## src/hw/rtl/assert_macros.svh

```systemverilog
// Assertion macros shared by the diamond map adder modules.
`ifndef ASSERT_MACROS_SVH
`define ASSERT_MACROS_SVH

// Same-cycle implication, sampled on clk, off while rst_n is low.
`define MDMA_ASSERT_IMPL(label, ante, cons, msg) \
    label: assert property (@(posedge clk) disable iff (!rst_n) (ante) |-> (cons)) \
        else $error(msg);

// Next-cycle implication, sampled on clk, off while rst_n is low.
`define MDMA_ASSERT_NEXT(label, ante, cons, msg) \
    label: assert property (@(posedge clk) disable iff (!rst_n) (ante) |=> (cons)) \
        else $error(msg);

`endif

```

## src/hw/rtl/mdma_pkg.sv

```systemverilog
// Shared widths, codes and controller/datapath types of the diamond map adder.
package mdma_pkg;

    localparam int MAX_WIDTH_DEF  = 64;
    localparam int MAX_HEIGHT_DEF = 64;

    localparam int FUNC_W     = 2;
    localparam int POS_W      = 6;
    localparam int RADIUS_W   = 8;
    localparam int DELTA_W    = 8;
    localparam int VALUE_W    = 8;
    localparam int DIM_W      = 7;
    localparam int CFG_IDX_W  = 2;
    localparam int CFG_DATA_W = 7;

    // Coordinates inside storage (up to 256 per side) and signed bound arithmetic.
    localparam int COORD_W = 8;
    localparam int CALC_W  = 11;

    localparam logic [FUNC_W-1:0] FN_ADD   = 2'd0;
    localparam logic [FUNC_W-1:0] FN_READ  = 2'd1;
    localparam logic [FUNC_W-1:0] FN_CLEAR = 2'd2;

    localparam logic [CFG_IDX_W-1:0] CFG_MAP_WIDTH   = 2'd0;
    localparam logic [CFG_IDX_W-1:0] CFG_MAP_HEIGHT  = 2'd1;
    localparam logic [CFG_IDX_W-1:0] CFG_FOG_MARKING = 2'd2;

    localparam logic [DIM_W-1:0] MAP_WIDTH_RST   = 7'd64;
    localparam logic [DIM_W-1:0] MAP_HEIGHT_RST  = 7'd64;
    localparam logic             FOG_MARKING_RST = 1'b0;

    typedef logic signed [CALC_W-1:0] calc_t;

    typedef struct packed {
        logic capture;
        logic setup;
        logic row_start;
        logic cell_issue;
        logic row_next;
        logic clr_step;
        logic rd_issue;
        logic load_out;
    } dp_cmd_t;

    typedef struct packed {
        logic [FUNC_W-1:0] func;
        logic              rows_done;
        logic              row_empty;
        logic              row_last;
        logic              clr_last;
    } dp_status_t;

endpackage

```

## src/hw/rtl/mdma_ctrl.sv

```systemverilog
// Sequencer of the diamond map adder: clear sweep, row/cell walk, read, result handoff.
`include "assert_macros.svh"

module mdma_ctrl (
    input  logic                 clk,
    input  logic                 rst_n,
    input  logic                 in_valid,
    output logic                 in_ready,
    output logic                 out_valid,
    input  logic                 out_ready,
    output mdma_pkg::dp_cmd_t    ctl,
    input  mdma_pkg::dp_status_t stat
);
    import mdma_pkg::*;

    typedef enum logic [2:0] {
        ST_INIT,
        ST_IDLE,
        ST_SETUP,
        ST_ROW,
        ST_CELL,
        ST_CLEAR,
        ST_DONE
    } state_t;

    state_t state_reg;
    state_t state_next;
    logic   out_valid_reg;
    logic   out_valid_next;
    logic   out_free;

    assign in_ready  = (state_reg == ST_IDLE);
    assign out_valid = out_valid_reg;
    assign out_free  = !out_valid_reg || out_ready;

    always_comb
    begin
        state_next     = state_reg;
        out_valid_next = out_valid_reg && !out_ready;
        ctl            = '0;
        case (state_reg)
            ST_INIT:
            begin
                ctl.clr_step = 1'b1;
                if (stat.clr_last)
                begin
                    state_next = ST_IDLE;
                end
            end
            ST_IDLE:
            begin
                if (in_valid)
                begin
                    ctl.capture = 1'b1;
                    state_next  = ST_SETUP;
                end
            end
            ST_SETUP:
            begin
                case (stat.func)
                    FN_ADD:
                    begin
                        ctl.setup  = 1'b1;
                        state_next = ST_ROW;
                    end
                    FN_READ:
                    begin
                        ctl.rd_issue = 1'b1;
                        state_next   = ST_DONE;
                    end
                    FN_CLEAR:
                    begin
                        state_next = ST_CLEAR;
                    end
                    default:
                    begin
                        state_next = ST_DONE;
                    end
                endcase
            end
            ST_ROW:
            begin
                if (stat.rows_done)
                begin
                    state_next = ST_DONE;
                end
                else
                begin
                    ctl.row_start = 1'b1;
                    state_next    = ST_CELL;
                end
            end
            ST_CELL:
            begin
                // Skip a row clipped away entirely, else walk one cell per cycle.
                if (stat.row_empty)
                begin
                    ctl.row_next = 1'b1;
                    state_next   = ST_ROW;
                end
                else
                begin
                    ctl.cell_issue = 1'b1;
                    if (stat.row_last)
                    begin
                        ctl.row_next = 1'b1;
                        state_next   = ST_ROW;
                    end
                end
            end
            ST_CLEAR:
            begin
                ctl.clr_step = 1'b1;
                if (stat.clr_last)
                begin
                    state_next = ST_DONE;
                end
            end
            ST_DONE:
            begin
                // Hold until the output register is free, then hand over the transfer.
                if (out_free)
                begin
                    ctl.load_out   = 1'b1;
                    out_valid_next = 1'b1;
                    state_next     = ST_IDLE;
                end
            end
            default:
            begin
                state_next = ST_IDLE;
            end
        endcase
    end

    always_ff @(posedge clk or negedge rst_n)
    begin
        if (!rst_n)
        begin
            state_reg     <= ST_INIT;
            out_valid_reg <= 1'b0;
        end
        else
        begin
            state_reg     <= state_next;
            out_valid_reg <= out_valid_next;
        end
    end

    `MDMA_ASSERT_IMPL(a_cell_within_rows, ctl.cell_issue, !stat.rows_done, "cell issued past last row")
    `MDMA_ASSERT_IMPL(a_load_when_free, ctl.load_out, !out_valid_reg || out_ready, "result overwritten")
    `MDMA_ASSERT_NEXT(a_load_shows, ctl.load_out, out_valid_reg, "loaded result not presented")

endmodule

```

## config.mk

```make
export PLATFORM = sky130hd
export DESIGN_NAME = mdma_ctrl
export DESIGN_NICKNAME = d
export VERILOG_FILES = /design/src/hw/rtl/mdma_pkg.sv /design/src/hw/rtl/mdma_ctrl.sv
export VERILOG_INCLUDE_DIRS = /design/src /design/src/hw/rtl
export SDC_FILE = /design/constraint.sdc
export NUM_CORES = 1
export LEC_CHECK = 0
export BUFFER_PORTS_ARGS = -buffer_cell sky130_fd_sc_hd__buf_2
export CORE_AREA = 2 2 39 41
export DETAILED_ROUTE_END_ITERATION = 8
export DIE_AREA = 0 0 41 43
export GPL_ROUTABILITY_DRIVEN = 0
export SYNTH_ARGS = -nofsm -noshare
export SYNTH_HDL_FRONTEND = slang
export SYNTH_SLANG_ARGS = --single-unit
```

## constraint.sdc

```tcl
create_clock -name clk -period 1.5 [get_ports clk]
set_input_delay 0.3 -clock clk [delete_from_list [all_inputs] [get_ports clk]]
set_output_delay 0.3 -clock clk [all_outputs]
set_load 0.02 [all_outputs]
```

==> results of run 1 <==
## what timing repair did
action / 4_1_cts / 5_1_grt
setup buffers: 5 / 3
setup endpoints to repair: 8 / 10
pin swaps: 1 / 1
gates resized for setup: 12 / 14
hold buffers: 1 / 0
endpoints found under the hold margin: 4 / 0
## synth_stat cells
master,count
o211ai_1,1
o21a_1,2
a31o_1,1
xor2_1,1
and2_1,1
nor2b_1,1
dfrtp_1,4
a22oi_1,1
o21ai_0,2
nand2b_1,2
inv_1,1
buf_6,1
nor4_1,2
nor3_1,2
nand2b_4,1
nor2_1,7
nand2_1,3
o21ai_1,2
a21oi_1,3
o32a_1,2
buf_2,3
nor3b_1,1
nand3b_1,2
nor4b_1,1
## final timing paths
| check | start | to | slack (ns) | cells after the start |
|---|---|---|---|---|
| max | state_reg[0] | ctl[3] | -0.05 | 4 |
| max in group asynchronous | rst_n | state_reg[0] | 0.97 | 2 |
| min reg2reg | out_valid | out_valid | 0.61 | 2 |
| min | stat[4] | state_reg[2] | 0.36 | 3 |
| max reg2reg | state_reg[0] | state_reg[1] | 0 | 5 |
| min in group asynchronous | rst_n | state_reg[1] | 0.39 | 2 |
## final cells by class
class	count	area, sq um	share of cell area [%]
Multi-Input combinational cell	38	300	44.5
Tap cell	16	20.0	2.97
Inverter	1	3.75	0.557
Clock buffer	3	22.5	3.34
Timing Repair Buffer	31	224	33.2
Sequential cell	4	104	15.4
## cell usage in the layout, fill, tap and decap left out, types with 2 or more instances in the layout
master and count:
buf_6 5, nand2b_4 2, o21ai_0 2, o21ai_1 2, nor2_1 6, dfrtp_2 3
a21oi_1 3, nand3b_1 2, nand2_1 2, o21a_1 2, clkbuf_4 3, buf_2 12
buf_4 13, o32a_1 2
## worst min-delay path: stages
cell and delay [ns]:
buf_2 0.13, nor4_1 0.06, nor2_1 0.07
## metrics by stage
step           utilization [%]  hold slack (ns)  std cells  instance area, sq um  power [mW]
3_3_place_gp              35.4            0.110         81                   489       0.986
4_1_cts                   42.9            0.348         90                   594        1.34
6_report                  48.7            0.360         93                   674        1.52
2_1_floorplan                -          0.00441         47                   378       0.818
3_5_place_dp              35.4            0.109         81                   489       0.993
5_1_grt                   48.7            0.372         93                   674        1.62
## cells by family after synthesis
kind of cell / count (synthesis) / synth area share (%)
DFF: 4 / 27.6
buffers and inverters: 5 / 8.27
and+or+nand+nor: 23 / 35.9
xor gates and xnor gates: 1 / 2.41
AOI/OAI and AO/OA: 14 / 25.9
## per-layer routing
metal	routed length (um)	GRT usage, %
met2	619	18.8
met3	59	4.71
met5	0	0
met4	0	6.00
met1	519	18.8
## power breakdown
group | internal, mW | switching, mW | leakage, nW | total (mW)
sequential | 0.176 | 0.0796 | 0.0453 | 0.256
combinational | 0.560 | 0.563 | 0.249 | 1.12
clock | 0.0899 | 0.0503 | 0.0138 | 0.140
==> out/results.tsv, run 1 <==
stage	metric	value	unit
placed_design	dpl ws	0.0679	ns
grt	initial antenna violation count	0	
timing	Post-Route Skew	0.00166	ns
synth	Synth Warn #	0	
grt	total global-route track usage	13.7	%
synth	area share of the largest cell type after synthesis	27.6	%
clocking	Skew-Pair Late Insertion Delay	0.24	ns
setup_path	crit path max-delay cell type	dfrtp_2	
setup_path	crit start category	flip-flop	
setup_path	Crit Path Max Fanout	4	
die	Core Area	0.00138	sq mm
setup_path	crit end category	output port	
timing	Worst-Margin Slew	0.378	ns
setup_path	critical path class	flip-flop to output port	
die	Core Rows	14	
synth	Post-Syn Nets	57	
setup_path	Worst EP required	1.20	ns
detailed_routing	drt via density	4.98	
detailed_routing	total number of vias	463	
grt	first-pass GRT wire length	1.63	mm
setup_path	crit-path cells	buf_6 > nand2b_4 > nor3_4 > buf_6	
setup_path	Worst EP arrival	1.25	ns
hold_path	worst min path class	input pin to flip-flop	
power	Leakage	0.308	nW
run_status	failing checks	setup timing	
setup_path	critical path's top delay family	flip-flops	
clocking	CTS tree	built	
cells_and_area	Largest register FFs	3	
setup_path	max incr delay on CP	0.43	ns
synth	register area share after synthesis	27.6	%
clocking	H-tree depth reported by CTS	1	
placed_design	input/output buffers	19	
timing	fin crit share	103	%
timing	Slew Viols, Final	0	
timing	highest clock rate	646	MHz
clocking	CTS Sinks	4	
power	VDD IR-drop max	908	uV
grt	gr ovfl total	0	
timing	relative slew slack	74.7	%
timing	Final min period	1.55	ns
cells_and_area	Antenna diodes	0	
clocking	total CTS buffers	3	
cells_and_area	filler instances	138	
run_status	status	finished with violations	
detailed_routing	DR iter-0 viols	15	
setup_path	Buf/Inv on CP	2	
grt	pin count of the biggest net entering global routing	8	
detailed_routing	Post-DRT Antenna Nets	0	
die	initial core utilization	26.2	%
die	die area	0.00176	sq mm
timing	Setup WS post-layout	-0.0483	ns
timing	Setup TNS Final	-0.0984	ns
placed_design	dpl hpwl	695	um
die	Ports	20	
detailed_routing	wire length per cell	12.9	um
synth	synth unique cells	24	
timing	RSZ-0062 raised after global routing	yes	
synth	largest cells by area after synthesis	dfrtp_1 (28%), nor2_1 (7.2%), o32a_1 (5.5%)	
detailed_routing	Routed Wire Length	1.20	mm
cells_and_area	share of cells above drive strength 1	62.3	%
synth	Synth area leader	dfrtp_1	
synth	synthesized area per cell	7.72	sq um
detailed_routing	Residual DRC	0	
power	PwrDens	2250	mW/mm^2
cells_and_area	fin nets	89	
detailed_routing	Initial DRT Pass Iterations	2	
synth	synthesized area	363	sq um
clocking	CTS root buffer	clkbuf_4	
synth	post-synthesis instance total	47	
die	DIE WIDTH	41	um
setup_path	most frequent CP cell	buf_6	
timing	Fin. Hold Viols	0	
timing	final number of setup-violating endpoints	5	
die	DIE HEIGHT	43	um
grt	vias in the first global route	363	
clocking	Worst-path clk slew	0.04	ns
cells_and_area	P&R area growth vs syn	85.9	%
job	maxcap violations	0	
synth	FF+latch count, synth	4	
clocking	maximum clock path buffer count	2	
No activity file was read; power rests on OpenSTA's default activity.
==> inputs of run 2 (changes only) <==
--- a/config.mk
+++ b/config.mk
@@ -6,6 +6,7 @@
 export SDC_FILE = /design/constraint.sdc
 export NUM_CORES = 1
 export LEC_CHECK = 0
+export ABC_AREA = 1
 export BUFFER_PORTS_ARGS = -buffer_cell sky130_fd_sc_hd__buf_2
 export CORE_AREA = 2 2 39 41
 export DETAILED_ROUTE_END_ITERATION = 8
==> run 2 against run 1 <==
Effect of this change:
- the flow still finishes with violations (setup timing)
- flip-flop and latch count unchanged
- sequential power up 6%
- non-clock buffer count unchanged
- first-iteration DRC count down 60%
- critical path type unchanged
- highest routed layer unchanged
==> out/results.tsv, run 2 <==
stage	metric	value	unit	change
setup_path	crit path max-delay cell type	dfrtp_2		unchanged
timing	RSZ-0062 raised after global routing	yes		unchanged
setup_path	crit start category	flip-flop		unchanged
power	PwrDens	1940	mW/mm^2	was 2250 mW/mm^2
timing	Worst-Margin Slew	0.230	ns	was 0.378 ns
synth	post-synthesis mux area share	0	%	unchanged
setup_path	critical path class	flip-flop to output port		unchanged
setup_path	Buf/Inv on CP	3		was 2
clocking	CTS root buffer	clkbuf_4		unchanged
cells_and_area	Antenna diodes	0		unchanged
synth	FF+latch count, synth	4		unchanged
setup_path	FF-to-FF path depth	7		was 5
die	Ports	20		unchanged
clocking	H-tree depth reported by CTS	1		unchanged
setup_path	reg2reg end	state_reg[1]		unchanged
cells_and_area	share of cells above drive strength 1	53.9	%	was 62.3%
power	Leakage	0.410	nW	was 0.308 nW
timing	Final min period	1.51	ns	was 1.55 ns
synth	synthesized area	459	sq um	was 363 sq um
job	maxcap violations	0		unchanged
detailed_routing	drt via density	4.64		was 4.98
hold_path	worst min path class	input pin to flip-flop		unchanged
die	initial core utilization	33.2	%	was 26.2%
synth	asr flop ratio synth	100	%	unchanged
synth	Post-Syn Nets	81		was 57
detailed_routing	Residual DRC	0		unchanged
clocking	CTS Sinks	4		unchanged
clocking	maximum clock path buffer count	2		unchanged
grt	initial antenna violation count	0		unchanged
setup_path	Worst R2R Start	state_reg[0]		unchanged
setup_path	Crit Path Max Fanout	7		was 4
grt	gr ovfl total	0		unchanged
run_status	status	finished with violations		unchanged
die	Core Rows	14		unchanged
detailed_routing	total number of vias	547		was 463
cells_and_area	Largest register FFs	3		unchanged
placed_design	DP Area	573	sq um	was 489 sq um
synth	largest cells by area after synthesis	dfrtp_1 (22%), nand2_1 (16%), nand3_1 (9.8%)		was dfrtp_1 (28%), nor2_1 (7.2%), o32a_1 (5.5%)
synth	Synth Area in Compound Gates	3.27	%	was 25.9%
synth	Synth Warn #	0		unchanged
synth	largest family of logic cells by synthesized area	simple AND/OR/NAND/NOR gates		unchanged
detailed_routing	DR iter-0 viols	6		was 15
cells_and_area	P&R area growth vs syn	59.7	%	was 85.9%
setup_path	most frequent CP cell	buf_6		unchanged
detailed_routing	wire length per cell	9.65	um	was 12.9 um
synth	Synth area leader	dfrtp_1		unchanged
clocking	Skew-Pair Late Insertion Delay	0.23	ns	was 0.24 ns
setup_path	Worst EP arrival	1.21	ns	was 1.25 ns
cells_and_area	fin nets	114		was 89
hold_path	Hold Path Depth	4		was 3
detailed_routing	Routed Wire Length	1.14	mm	was 1.20 mm
synth	Post-synth EDFFs	0		unchanged
grt	first-pass GRT wire length	1.73	mm	was 1.63 mm
hold_path	hold_sp	out_ready		was stat[4]
grt	total global-route track usage	14.0	%	was 13.7%
timing	hold slack	0.372	ns	was 0.360 ns
timing	Fin. Hold Viols	0		unchanged
synth	Most used DFF post-synth	dfrtp_1		unchanged
setup_path	max incr delay on CP	0.49	ns	was 0.43 ns
setup_path	Worst R2R Setup Slack	0.18	ns	was 0 ns
synth	Adder-Cell Fraction of Synth Area	0	%	unchanged
hold_path	WHS Endpoint	out_valid		was state_reg[2]
cells_and_area	Final Util	53.0	%	was 48.7%
power	total power	1.42	mW	was 1.52 mW
cells_and_area	Finished Cell Area	733	sq um	was 674 sq um
timing	highest clock rate	664	MHz	was 646 MHz
setup_path	CP startpoint	state_reg[0]		unchanged
clocking	Worst-path clk slew	0.03	ns	was 0.04 ns
placed_design	dpl ws	0.0866	ns	was 0.0679 ns
setup_path	crit end category	output port		unchanged
synth	post-synthesis instance total	71		was 47
synth	register area share after synthesis	21.8	%	was 27.6%
timing	Setup WS post-layout	-0.00665	ns	was -0.0483 ns
detailed_routing	Initial DRT Pass Iterations	4		was 2
timing	final number of setup-violating endpoints	1		was 5
cells_and_area	most common cell after layout, fill and taps aside	nand2_1		was buf_4
synth	synth unique cells	19		was 24
grt	pin count of the biggest net entering global routing	9		was 8
setup_path	critical path's top delay family	flip-flops		unchanged
setup_path	Worst EP required	1.20	ns	about the same
synth	synthesized area per cell	6.47	sq um	was 7.72 sq um
timing	relative slew slack	84.6	%	was 74.7%
die	Core Area	0.00138	sq mm	unchanged
timing	Post-Route Skew	0.00217	ns	was 0.00166 ns
cells_and_area	commonest cells after routing, fill and taps aside	nand2_1 (16), buf_4 (14), buf_2 (11)		was buf_4 (13), buf_2 (12), nor2_1 (6)
die	die area	0.00176	sq mm	unchanged
clocking	CTS tree	built		unchanged
synth	post-synthesis xor/xnor area fraction	0	%	was 2.41%
placed_design	dpl hpwl	860	um	was 695 um
synth	synth cell count leaders	nand2_1 (19), nand3_1 (9), nor2_1 (9), inv_1 (7), dfrtp_1 (4)		was nor2_1 (7), dfrtp_1 (4), a21oi_1 (3), buf_2 (3), nand2_1 (3)
synth	Post-Synth Simple-Gate Area	58.6	%	was 35.9%
placed_design	input/output buffers	19		unchanged
clocking	total CTS buffers	3		unchanged
synth	area share of the largest cell type after synthesis	21.8	%	was 27.6%
run_status	failing checks	setup timing		unchanged
synth	most frequent cell after synthesis	nand2_1		was nor2_1
grt	vias in the first global route	457		was 363
power	VDD IR-drop max	679	uV	was 908 uV
timing	fin crit share	100	%	was 103%
detailed_routing	Post-DRT Antenna Nets	0		unchanged
setup_path	crit-path cells	inv_4 > buf_6 > nor3_4 > buf_6		was buf_6 > nand2b_4 > nor3_4 > buf_6
timing	Slew Viols, Final	0		unchanged
die	DIE WIDTH	41	um	unchanged
die	DIE HEIGHT	43	um	unchanged
## run 2: cell types whose count changed after synthesis, moves of 3 or more
cell / before / now
nand2_1: 3 / 19
inv_1: 1 / 7
buf_2: 3 / 0
nand3_1: 0 / 9
nor2_2: 0 / 3
## run 2: area by class of cell
type	count	area, sq um
multi-input cells	55	323
clock buffers	3	22.5
repair buffers	31	226
well taps	16	20.0
inverters	9	38.8
flip-flops and latches	4	103
fillers	136	651
## run 2: worst max path at each step
stage / to / depth (start not counted)
after CTS: ctl[4] / 4
after global routing: in_ready / 4
after detailed placement: ctl[1] / 4
after floorplan: ctl[1] / 4
after global placement: ctl[1] / 4
final: in_ready / 4
## run 2: timing repair
item                                    in CTS  in global routing
hold buffers                                 1                  0
endpoints found under the hold margin        4                  0
cloned                                       0                  0
gates resized for setup                      9                 14
pin swaps                                    1                  1
endpoints found under the setup margin       9                  9
setup buffers                                7                  1
## run 2: cell families after synthesis
family / count (synthesis)
buffers and inverters: 12
AO/OA/AOI/OAI: 3
AND/OR/NAND/NOR: 52
flip-flops: 4
## run 2: metrics by stage
stage / std cells / setup TNS [ns]
2_1_floorplan: 71 / 0
6_report: 118 / -0.00665
3_5_place_dp: 106 / 0
4_1_cts: 117 / -0.0215
5_1_grt: 118 / -0.288
3_3_place_gp: 106 / 0
## run 2: where the power goes
part           switching [mW]  total (mW)  internal, mW
clock                  0.0358       0.125        0.0889
combinational           0.548        1.03         0.479
sequential              0.111       0.271         0.160
## run 2: worst min-delay path: stages
cell	delay [ns]
buf_2	0.07
inv_1	0.03
nand2_1	0.08
nand2_1	0.06
## run 2: layer usage
layer  global-route usage (%)  wire [um]  up-vias
met4                     6.00          0        0
met5                        0          0        -
li1                         -          -      294
met3                     1.57         36        0
met1                     16.7        488      243
met2                     23.8        614       10
